**src/sv/mkmc_pkg.sv**
```systemverilog
package mkmc_pkg;

    localparam int NODES    = 4096;
    localparam int NODE_W   = $clog2(NODES);
    localparam int CNT_W    = NODE_W + 1;
    localparam int ALPHABET = 26;
    localparam int LET_W    = 5;
    localparam int COL_W    = $clog2(ALPHABET);
    localparam int GOTO_DEPTH = NODES * ALPHABET;
    localparam int GOTO_AW  = $clog2(GOTO_DEPTH);
    localparam int SUM_W    = 16;

    typedef enum logic [1:0] {
        CMD_CLEAR = 2'd0,
        CMD_KEY   = 2'd1,
        CMD_BUILD = 2'd2,
        CMD_TEXT  = 2'd3
    } cmd_t;

    typedef enum logic [4:0] {
        OP_NONE,
        OP_LATCH,
        OP_CLEAR,
        OP_ZROW,
        OP_DROP,
        OP_RDSLOT,
        OP_ADDCHK,
        OP_ENDCHK,
        OP_ENDWR,
        OP_BSTART,
        OP_ROOTRD,
        OP_ROOTCHK,
        OP_POP,
        OP_BX,
        OP_BF,
        OP_ERV,
        OP_ERF,
        OP_EW,
        OP_SCRD,
        OP_SCJ,
        OP_WALK,
        OP_WALK2,
        OP_FIN
    } op_t;

    typedef struct packed {
        op_t op;
    } dp_cmd_t;

    typedef struct packed {
        cmd_t cmd;
        logic letter_ok;
        logic built;
        logic dropped;
        logic last;
        logic slot_hit;
        logic room;
        logic c_last;
        logic q_empty;
        logic j_zero;
        logic out_free;
    } dp_stat_t;

    function automatic logic [GOTO_AW-1:0] goto_addr(logic [NODE_W-1:0] node,
                                                     logic [COL_W-1:0] col);
        goto_addr = GOTO_AW'(node) * GOTO_AW'(ALPHABET) + GOTO_AW'(col);
    endfunction

    function automatic logic [SUM_W-1:0] sat_add(logic [SUM_W-1:0] a, logic [SUM_W-1:0] b);
        logic [SUM_W:0] s;
        s = {1'b0, a} + {1'b0, b};
        sat_add = s[SUM_W] ? {SUM_W{1'b1}} : s[SUM_W-1:0];
    endfunction

endpackage

```
**src/sv/mkmc_ctrl.sv**
```systemverilog
module mkmc_ctrl (
    input  logic              clk,
    input  logic              rst_n,
    input  logic              in_valid,
    output logic              in_stall,
    input  mkmc_pkg::dp_stat_t stat,
    output mkmc_pkg::dp_cmd_t  cmd
);

    typedef enum logic [4:0] {
        S_RST_ZROW, S_IDLE, S_DISPATCH, S_CLR, S_CLR_ZROW, S_DROP, S_RDSLOT,
        S_ADDCHK, S_NEW_ZROW, S_ENDCHK, S_ENDWR, S_BSTART, S_ROOTRD, S_ROOTCHK,
        S_POP, S_BX, S_BF, S_ERV, S_ERF, S_EW, S_SCRD, S_SCJ, S_WALK, S_WALK2,
        S_FIN
    } state_t;

    state_t state_reg;
    state_t state_next;

    assign in_stall = (state_reg != S_IDLE);

    always_comb
    begin
        state_next = state_reg;
        case (state_reg)
            S_RST_ZROW: if (stat.c_last) state_next = S_IDLE;
            S_IDLE:     if (in_valid) state_next = S_DISPATCH;
            S_DISPATCH:
            begin
                case (stat.cmd)
                    mkmc_pkg::CMD_CLEAR: state_next = S_CLR;
                    mkmc_pkg::CMD_KEY:
                    begin
                        if (!stat.letter_ok || stat.built) state_next = S_FIN;
                        else if (stat.dropped)            state_next = S_DROP;
                        else                              state_next = S_RDSLOT;
                    end
                    mkmc_pkg::CMD_BUILD:
                        state_next = stat.built ? S_FIN : S_BSTART;
                    default:
                        state_next = (!stat.letter_ok || !stat.built) ? S_FIN : S_SCRD;
                endcase
            end
            S_CLR:      state_next = S_CLR_ZROW;
            S_CLR_ZROW: if (stat.c_last) state_next = S_FIN;
            S_DROP:     state_next = S_FIN;
            S_RDSLOT:   state_next = S_ADDCHK;
            S_ADDCHK:
            begin
                if (!stat.slot_hit && stat.room) state_next = S_NEW_ZROW;
                else                             state_next = S_ENDCHK;
            end
            S_NEW_ZROW: if (stat.c_last) state_next = S_ENDCHK;
            S_ENDCHK:   state_next = (stat.last && !stat.dropped) ? S_ENDWR : S_FIN;
            S_ENDWR:    state_next = S_FIN;
            S_BSTART:   state_next = S_ROOTRD;
            S_ROOTRD:   state_next = S_ROOTCHK;
            S_ROOTCHK:  state_next = stat.c_last ? S_POP : S_ROOTRD;
            S_POP:      state_next = stat.q_empty ? S_FIN : S_BX;
            S_BX:       state_next = S_BF;
            S_BF:       state_next = S_ERV;
            S_ERV:      state_next = S_ERF;
            S_ERF:      state_next = S_EW;
            S_EW:       state_next = stat.c_last ? S_POP : S_ERV;
            S_SCRD:     state_next = S_SCJ;
            S_SCJ:      state_next = S_WALK;
            S_WALK:     state_next = stat.j_zero ? S_FIN : S_WALK2;
            S_WALK2:    state_next = S_WALK;
            S_FIN:      if (stat.out_free) state_next = S_IDLE;
            default:    state_next = S_IDLE;
        endcase
    end

    always_comb
    begin
        cmd.op = mkmc_pkg::OP_NONE;
        case (state_reg)
            S_RST_ZROW, S_CLR_ZROW, S_NEW_ZROW: cmd.op = mkmc_pkg::OP_ZROW;
            S_IDLE:    cmd.op = in_valid ? mkmc_pkg::OP_LATCH : mkmc_pkg::OP_NONE;
            S_CLR:     cmd.op = mkmc_pkg::OP_CLEAR;
            S_DROP:    cmd.op = mkmc_pkg::OP_DROP;
            S_RDSLOT:  cmd.op = mkmc_pkg::OP_RDSLOT;
            S_ADDCHK:  cmd.op = mkmc_pkg::OP_ADDCHK;
            S_ENDCHK:  cmd.op = mkmc_pkg::OP_ENDCHK;
            S_ENDWR:   cmd.op = mkmc_pkg::OP_ENDWR;
            S_BSTART:  cmd.op = mkmc_pkg::OP_BSTART;
            S_ROOTRD:  cmd.op = mkmc_pkg::OP_ROOTRD;
            S_ROOTCHK: cmd.op = mkmc_pkg::OP_ROOTCHK;
            S_POP:     cmd.op = mkmc_pkg::OP_POP;
            S_BX:      cmd.op = mkmc_pkg::OP_BX;
            S_BF:      cmd.op = mkmc_pkg::OP_BF;
            S_ERV:     cmd.op = mkmc_pkg::OP_ERV;
            S_ERF:     cmd.op = mkmc_pkg::OP_ERF;
            S_EW:      cmd.op = mkmc_pkg::OP_EW;
            S_SCRD:    cmd.op = mkmc_pkg::OP_SCRD;
            S_SCJ:     cmd.op = mkmc_pkg::OP_SCJ;
            S_WALK:    cmd.op = mkmc_pkg::OP_WALK;
            S_WALK2:   cmd.op = mkmc_pkg::OP_WALK2;
            S_FIN:     cmd.op = mkmc_pkg::OP_FIN;
            default:   cmd.op = mkmc_pkg::OP_NONE;
        endcase
    end

    always_ff @(posedge clk or negedge rst_n)
    begin
        if (!rst_n)
        begin
            state_reg <= S_RST_ZROW;
        end
        else
        begin
            state_reg <= state_next;
        end
    end

    a_accept_dispatch: assert property (@(posedge clk) disable iff (!rst_n)
        in_valid && !in_stall |=> state_reg == S_DISPATCH)
        else $error("accepted item not dispatched");

    a_fin_holds: assert property (@(posedge clk) disable iff (!rst_n)
        state_reg == S_FIN && !stat.out_free |=> state_reg == S_FIN)
        else $error("result dropped while output busy");

endmodule

```
**config.mk**
```make
export PLATFORM = sky130hd
export DESIGN_NAME = mkmc_ctrl
export DESIGN_NICKNAME = d
export VERILOG_FILES = /design/src/sv/mkmc_pkg.sv /design/src/sv/mkmc_ctrl.sv
export SDC_FILE = /design/constraint.sdc
export NUM_CORES = 1
export LEC_CHECK = 0
export ABC_AREA = 1
export BUFFER_PORTS_ARGS = -buffer_cell sky130_fd_sc_hd__buf_4
export CORE_ASPECT_RATIO = 1.2
export CORE_UTILIZATION = 54
export DETAILED_ROUTE_END_ITERATION = 8
export PLACE_DENSITY_LB_ADDON = 0.1
export SLEW_MARGIN = 20
export SYNTH_ARGS = -nofsm -noshare
export SYNTH_HDL_FRONTEND = slang
export SYNTH_SLANG_ARGS = --single-unit
```
**constraint.sdc**
```tcl
create_clock -name clk -period 1.6 [get_ports clk]
set_input_delay 0.24 -clock clk [delete_from_list [all_inputs] [get_ports clk]]
set_output_delay 0.24 -clock clk [all_outputs]
set_load 0.01 [all_outputs]
```
# [Yosys cells after proc, flatten, opt, wreduce, memory -nomap -nowiden]
# Index checks and enable logic that the tools add are counted.
[totals] out_inout_bits=6 word_cells=66 register_bits=5 input_bits=15
[classes] n_eq_ne=32 mux=19 n_reduce_logical=14
[ops] operator="$pmux W5 S23" count=1
[ops] operator="$pmux W5 S22" count=1
[ops] operator="$mux W5" count=10
[ops] operator="$eq A5 B5 Y1 const B" count=9
[ops] operator="$eq A5 B4 Y1 const B" count=8
[ops] operator="$eq A5 B3 Y1 const B" count=4
[ops] operator="$pmux W5 S3" count=1
[ops] operator="$eq A5 B2 Y1 const B" count=2
[ops] operator="$ne A2 B2 Y1 const B" count=5
[ops] operator="$mux W4" count=2
[ops] operator="$eq A5 B1 Y1 const B" count=1
[ops] operator="$logic_not A5 Y1" count=1
[ops] operator="$ne A5 B1 Y1 const B" count=1
[ops] operator="$reduce_and A5 Y1" count=1
[ops] operator="$logic_not A1 Y1" count=4
[ops] operator="$mux W2" count=2
[ops] operator="$reduce_or A2 Y1" count=2
[ops] operator="$reduce_or A3 Y1" count=1
[ops] operator="$eq A2 B1 Y1 const B" count=1
[ops] operator="$eq A2 B2 Y1 const B" count=1
[ops] operator="$logic_and A1 B1 Y1" count=2
[ops] operator="$logic_not A2 Y1" count=1
[ops] operator="$logic_or A1 B1 Y1" count=2
[ops] operator="$mux W1" count=2

# [Logic depth before layout (Yosys ltp)]
# Gate-level depths: netlist (run 1).
[depth] depth_word=5 mapped_depth=12 depth_no_buf=12

# [Worst setup path after synthesis (run 1)]
# Ideal clock, no wire load.
[synth_timing] kind="register to output" startpoint="reg state_reg[2]" endpoint="out cmd[0] (netlist bit)" slack_ns=0.206 n_path_buf=1 path_stages_with_launch=8 required_ns=1.360 arrival_time_ns=1.154 path_cell_list="dfrtp_1 -> buf_4 -> nand2_1 -> inv_1 -> nand3_4 -> nand2_2 -> nor3_1 -> o2111ai_1"
[synth_lines] element="start, declared" line_no="mkmc_ctrl.sv:17" source="state_t state_reg;"
[synth_lines] element="start signal, assigned" line_no="mkmc_ctrl.sv:112" source="state_reg <= state_next;"
[synth_lines] element="end, declared" line_no="mkmc_ctrl.sv:7" source="output mkmc_pkg::dp_cmd_t cmd"

==> results of run 1 <==
## critical path: stages, from the launching register on
cell and delay, ns:
dfrtp_2 0.47, inv_4 0.13, nor2_4 0.06, nand3_1 0.12, inv_1 0.08, a221oi_1 0.27
nand2_1 0.12, buf_4 0.16
## timing repair
item                       CTS  global route
pin swaps                   10             5
hold buffers                 1             0
gates resized for setup     28            11
hold endpoints to repair     5             0
buffers inserted             5             1
setup endpoints to repair    7            10
## worst min path at each step
stage,from,end,depth (start not counted)
3_5_place_dp,rst_n,state_reg[3],1
3_3_place_gp,rst_n,state_reg[1],1
2_1_floorplan,rst_n,state_reg[0],0
5_1_grt,stat[0],state_reg[4],4
4_1_cts,stat[0],state_reg[4],4
6_report,stat[0],state_reg[4],4
## per-layer routing
metal	vias to the layer above	wire, µm	global-route usage, %
li1	650	-	-
met1	668	1430	48.3
met2	149	1990	67.2
met3	52	527	7.33
met4	0	318	16.1
met5	-	0	0
## cells in the mapped netlist (3+ instances only)
cell type   n  area (µm²)
dfrtp_1     5         125
nor3_1      6        30.0
nor2_4      3        33.8
inv_1      28         105
nor2_1     30         113
a21oi_1     4        20.0
nand2_1    39         146
nand3_2     3        30.0
nor2_2      9        56.3
nand3_1    20         100
o21ai_0     4        20.0
inv_2       4        15.0
nand4_1     4        25.0
## report_power, final
group	leakage (nW)	internal (mW)	total [mW]	switching, mW
sequential	0.0586	0.194	0.317	0.123
combinational	0.697	0.910	2.23	1.32
clock	0.0150	0.0944	0.149	0.0546
## kinds of logic after synthesis
| logic type | share of synthesized area (%) |
|---|---|
| AOI/OAI and AO/OA | 10.4 |
| buffers and inverters | 15.3 |
| DFF | 12.2 |
| and+or+nand+nor | 62.1 |
## layout make-up
class / count / area share, %
inverter: 33 / 8.85
sequential: 5 / 8.76
multi-input combinational: 138 / 57.3
timing repair buffer: 38 / 21.8
tap: 18 / 1.52
clock buffer: 4 / 1.77
==> impl_results.md, run 1 <==
* H-tree depth at 1
* Max reg flops at 5
* Antenna violations before repair at 0
* Setup Skew at 0.00962 ns
* RSZ-0062 raised after global routing: true
* Worst EP required at 1.36 ns
* Final worst slack at -0.308 ns
* # Max-Cap Violations at 0
* Leakage at approximately 0.77 nW
* Inserted Diodes at 0
* #FFs+latches synth at 5
* EDFF count, synth at 0
* Clock sink total at 5
* Layout Utilization at 87.3%
* Mean Syn Cell Area at 5.72 µm²
* Flop2flop setup slack at -0.16 ns
* Clk Latency, worst-skew pair at 0.25 ns
* Total Die Area at 0.00207 mm²
* R2R depth at 10
* Std-Cell Rows at 16
* Routability Congestion at around 1
* Status: finished, violations left
* Final #Nets at 234
* Fin crit period at 1.91 ns
* Pre-CTS setup slack at -0.0481 ns
* Hold Violations, Final at 0
* CP Capture Type: output pin
* Setup tns final at -1.71 ns
* Share of cells above drive strength 1 at 41.7%
* Mapped Area at between 0.001 and 0.0015 mm²
* Most frequent cells in the layout: nand2_1, buf_4, inv_1
* Worst reg2reg endpoint: state_reg[3]
* Vias in the first global route at around 1400
* Fmax at 524 MHz
* DRT Wirelength at 4260 µm
* Chip Height at roughly 50 µm
* Commonest non-fill, non-tap cell in the layout: nand2_1
* Critical Path AT at 1.67 ns
* Largest net degree at the start of global routing at 8
* DRC errors left at 0
* Worst Path Max Fanout at 5
* Peak VDD IR at 1.59 mV
* # IOs at 21
* Sequential area share after synthesis at 12.2%
* Final Non-Filler Cells at 236
* FF/Latch Area at ~130 µm²
* Worst r2r src: state_reg[2]
* Synth cell types at 30
* Routed WL per cell at between 15 and 20 µm
* CTS Buf Count at 3
* Placed Cells at 225
* Synth Net Count at between 150 and 200
* DR vias at between 1500 and 2000
* First drt pass iteration count at 5
* Worst setup path startpoint: state_reg[3]
* Area of the multi-input gates at 851 µm²
* PortBufs at 20
* Post-DP HPWL at 2660 µm
* Gr ovfl total at 0
* Failing checks: negative setup slack
* Max-slew violations at 0
* Async set-reset flop share out of synthesis at 100%
* Fin crit share at 119%
* WS Path Type: flip-flop to output pin
* Area after DPL at 0.00127 mm²
* Crit path launch type: flip-flop
* Ys Warns at 0
* Core area at 0.00170 mm²
* Fin area at 0.00149 mm²
* Slew HR at about four fifths
* Clock transition at path regs at 0.05 ns
* Clk buf depth at 2
* Root Buffer Master: clkbuf_4
* CTS tree: built
* Die W at between 40 and 50 µm
* DRT iter0 DRCs at ~130
* Critical path endpoint: cmd[1]
* Gr usage total at around two fifths
* Initial Util at ~60%
* Worst hold path class: input port to flip-flop
* Antenna-violating nets left at 0
* WHS at 0.317 ns
* Finish-stage setup viols at 10
* P per Cell Area at ~1800 mW/mm²
* Fillers at 101
* First-pass GRT wire length at ~6300 µm
* Vias per cell at 6.44
* Main synth FF type: dfrtp_1
* Area growth syn-to-layout at 45.1%
* Tot Pwr at approximately 2.7 mW
* Least-Margin Pin Slew at roughly 0.32 ns
* Post-Syn Instances at ~180
No activity file was read; power rests on OpenSTA's default activity.
==> inputs of run 2 (changes only) <==
- PLACE_DENSITY: not set -> 0.79
- PLACE_DENSITY_LB_ADDON: 0.1 -> not set
==> impl_results.md, run 2 <==
* Status: aborted with a tool error
* Last stage: 5_1_grt
* Log Error: [ERROR DPL-0038] Utilization greater than 100%, impossible to legalize
* # IOs at 21
* EDFF count, synth at 0
* Synth top area share at around 14%
* Synth cell types at 30
* Synth Net Count at between 150 and 200
* Post-Syn Instances at about 180
* #FFs+latches synth at 5
* Async set-reset flop share out of synthesis at 100%
* Count leader, synth: nand2_1
* Post-DP HPWL at between 2000 and 3000 µm
* Post-synth top cells: nand2_1, nor2_1, inv_1, nand3_1, nor2_2
* Mapped Area at 0.00102 mm²
* Most area-consuming cells after synthesis: nand2_1, dfrtp_1, nor2_1, inv_1, nand3_1
* Initial Util at roughly 60%
* Main synth FF type: dfrtp_1
* Ys Warns at 0
* Worst endpoint type: primary output
* Die W at 41.7 µm
* Chip Height at 49.7 µm
* Clk buf depth at 2
* H-tree depth at 1
* Root Buffer Master: clkbuf_4
* Mean Syn Cell Area at 5.72 µm²
* GRT worst endpoint: cmd[0]
* Cell taking the most area after synthesis: nand2_1
* CTS Buf Count at 3
* Routability Congestion at about 0.98
* PortBufs at 20
* Clock sink total at 5
* Largest net degree at the start of global routing at 13
* Std-Cell Rows at 16
* Sequential area share after synthesis at 12.2%
==> run 2: repair_timing <==
item / in CTS
cloned: 0
setup buffers: 11
setup endpoints to repair: 8
hold buffers: 1
resized for setup: 33
endpoints found under the hold margin: 5
pin swaps: 8
==> run 2: kinds of logic after synthesis <==
kind of cell | Yosys count | share of synthesized area [%]
buffers and inverters | 36 | 15.3
flip-flops | 5 | 12.2
AND/OR/NAND/NOR | 122 | 62.1
AO/OA/AOI/OAI | 16 | 10.4
==> run 2: through the flow <==
stage,util [%],instance area [µm²],instances,hold slack [ns],setup slack [ns]
CTS,87.7,1490,244,0.295,-0.163
detailed placement,74.7,1270,228,0.0434,-0.0408
global placement,74.7,1270,228,0.0414,-0.0628
floorplan,-,1020,179,-0.0556,0.206
==> inputs of run 3 (changes only) <==
- CORE_AREA: not set -> 2 2 63 65
- CORE_ASPECT_RATIO: 1.2 -> not set
- CORE_UTILIZATION: 54 -> not set
- DIE_AREA: not set -> 0 0 65 67
- PLACE_DENSITY: 0.79 -> not set
- PLACE_DENSITY_LB_ADDON: not set -> 0.15
==> impl_results.md, run 3 (same netlist as run 1, synthesis figures left out) <==
* Fin area at roughly 0.0018 mm²
* WS Path Type: flip-flop to output pin
* Worst hold path class: input port to flip-flop
* WP buf/inv at 3
* Finish-stage setup viols at 5
* First-pass GRT wire length at 5890 µm
* Worst Path Max Fanout at 8
* Chip Height at 67 µm
* Hold Violations, Final at 0
* Final #Nets at 251
* Top delay family on crit path: buffers and inverters
* Post-DP HPWL at 2910 µm
* Area growth syn-to-layout at 74.4%
* Max-slew violations at 0
* Share of cells above drive strength 1 at approximately 56%
* Clock sink total at 5
* PortBufs at 20
* Routability Congestion at 0.912
* Slew HR at 84.7%
* Peak VDD IR at 0.682 mV
* Gr ovfl total at 0
* Root Buffer Master: clkbuf_8
* Vias in the first global route at 1264
* Status: finished, violations left
* Most frequent cells in the layout: buf_4, nand2_1, nor2_1
* Std-Cell Rows at 22
* Gr usage total at 17.8%
* DRT iter0 DRCs at 83
* Flop2flop setup slack at 0.01 ns
* Worst reg2reg endpoint: state_reg[3]
* Routed WL per cell at 14.6 µm
* Initial Util at ~28%
* Pre-CTS setup slack at -0.0285 ns
* CTS Buf Count at 3
* WHS at 0.298 ns
* Largest net degree at the start of global routing at 10
* # IOs at 21
* Antenna-violating nets left at 0
* First drt pass iteration count at 4
* Clock network fraction of total power at between 7 and 8%
* Leakage at a little under 0.9 nW
* Failing checks: negative setup slack
* Critical Path AT at between 1.5 and 2 ns
* Fin crit period at 1.84 ns
* Core area at 0.00361 mm²
* Worst EP required at ~1.4 ns
* CP Capture Type: output pin
* Switching part of the total at 51.1%
* Switch Pwr at 1.61 mW
* # Max-Cap Violations at 0
* Clock transition at path regs at 0.04 ns
* Critical Path Slowest Stage Cell: dfrtp_1
* Crit path launch type: flip-flop
* DRT Wirelength at 4120 µm
* Min-delay src: stat[0]
* H-tree depth at 1
* Cell chain of the critical path: inv_2 > buf_4 > nand2_1 > nor2_2 > nor2_1 > o2111ai_1 > buf_4
* Clk Latency, worst-skew pair at 0.22 ns
* Sequential power share at 9.1%
* CTS tree: built
* DR vias at approximately 1400
* Int Pwr at 1.55 mW
* Crit path top cell by count: buf_4
* Fin crit share at 115%
* Clk buf depth at 2
* Combinational share of power at 83.5%
* R2R depth at 10
* Worst r2r src: state_reg[3]
* Total Die Area at approximately 0.0044 mm²
* Antenna violations before repair at 0
* Inserted Diodes at 0
* Setup Skew at roughly 0.0028 ns
* Commonest non-fill, non-tap cell in the layout: buf_4
* DRC errors left at 0
* Die W at 65 µm
* Fmax at 544 MHz
* Area after DPL at ~0.0014 mm²
* Placed Cells at 267
* Max stage delay on crit path at 0.39 ns
* RSZ-0062 raised after global routing: true
* WHS Endpoint: state_reg[4]
* P per Cell Area at approximately 1800 mW/mm²
* Final worst slack at -0.239 ns
* Least-Margin Pin Slew at 0.228 ns
* Vias per cell at a little under 5
* Hold depth at 4
* Layout Utilization at 49.5%
* Final Non-Filler Cells at 283
* Max reg flops at 5
## run 3: stage by stage
stage	TNS [ns]	power (mW)
3_3_place_gp	-0.300	2.24
3_5_place_dp	-0.0397	2.19
6_report	-0.832	3.16
5_1_grt	-1.33	3.37
2_1_floorplan	0	1.45
4_1_cts	-0.845	2.63
## run 3: worst max-delay path by stage
stage                      start      endpoint  slack, ns  depth (start not counted)
floorplan           state_reg[2]        cmd[0]       0.21                          7
global placement    state_reg[1]  state_reg[0]      -0.11                          9
detailed placement  state_reg[1]  state_reg[0]      -0.03                          9
CTS                 state_reg[1]        cmd[2]      -0.14                          7
global route        state_reg[4]        cmd[0]      -0.27                          7
finish              state_reg[4]        cmd[0]      -0.24                          7
## run 3: timing repair
action                                 4_1_cts  5_1_grt
endpoints found under the hold margin        5        0
gates resized for setup                     22       52
setup endpoints to repair                    8       10
setup buffers                                4        8
hold buffers                                 1        0
pin swaps                                    8       16
## run 3: layer usage
layer | wire length [µm] | global-route usage [%] | up-vias | share of wire, %
li1 | - | - | 690 | -
met1 | 1690 | 21.8 | 609 | 41
met2 | 2140 | 31.2 | 49 | 52
met3 | 169 | 2.20 | 11 | 4.1
met4 | 130 | 7.45 | 0 | 3.2
met5 | 0 | 0 | - | 0
## run 3: power by group through the flow
stage	Clock, mW	Sequential [mW]	Combinational [mW]
after detailed placement	0	0.267	1.92
after global routing	0.260	0.296	2.82
after floorplan	0	0.258	1.19
final	0.235	0.287	2.64
after CTS	0.239	0.281	2.11
after global placement	0	0.264	1.98
## run 3: area by class of cell
type	count	area [µm²]
clock buffers	3	41.3
clock inverters	1	5.00
flip-flops and latches	5	129
repair buffers	55	470
fillers	366	1820
well taps	48	60.1
inverters	33	134
multi-input cells	138	946
## run 3: worst reg2reg max path, stage by stage (launching register included)
cell and delay (ns):
dfrtp_2 0.46, nand2_2 0.13, inv_1 0.12, nand3_4 0.11, nand2_2 0.09, nor2_2 0.11, nand2_1 0.07, nor2_2 0.17
nand3_1 0.10, nand2_1 0.08, nand2_1 0.05
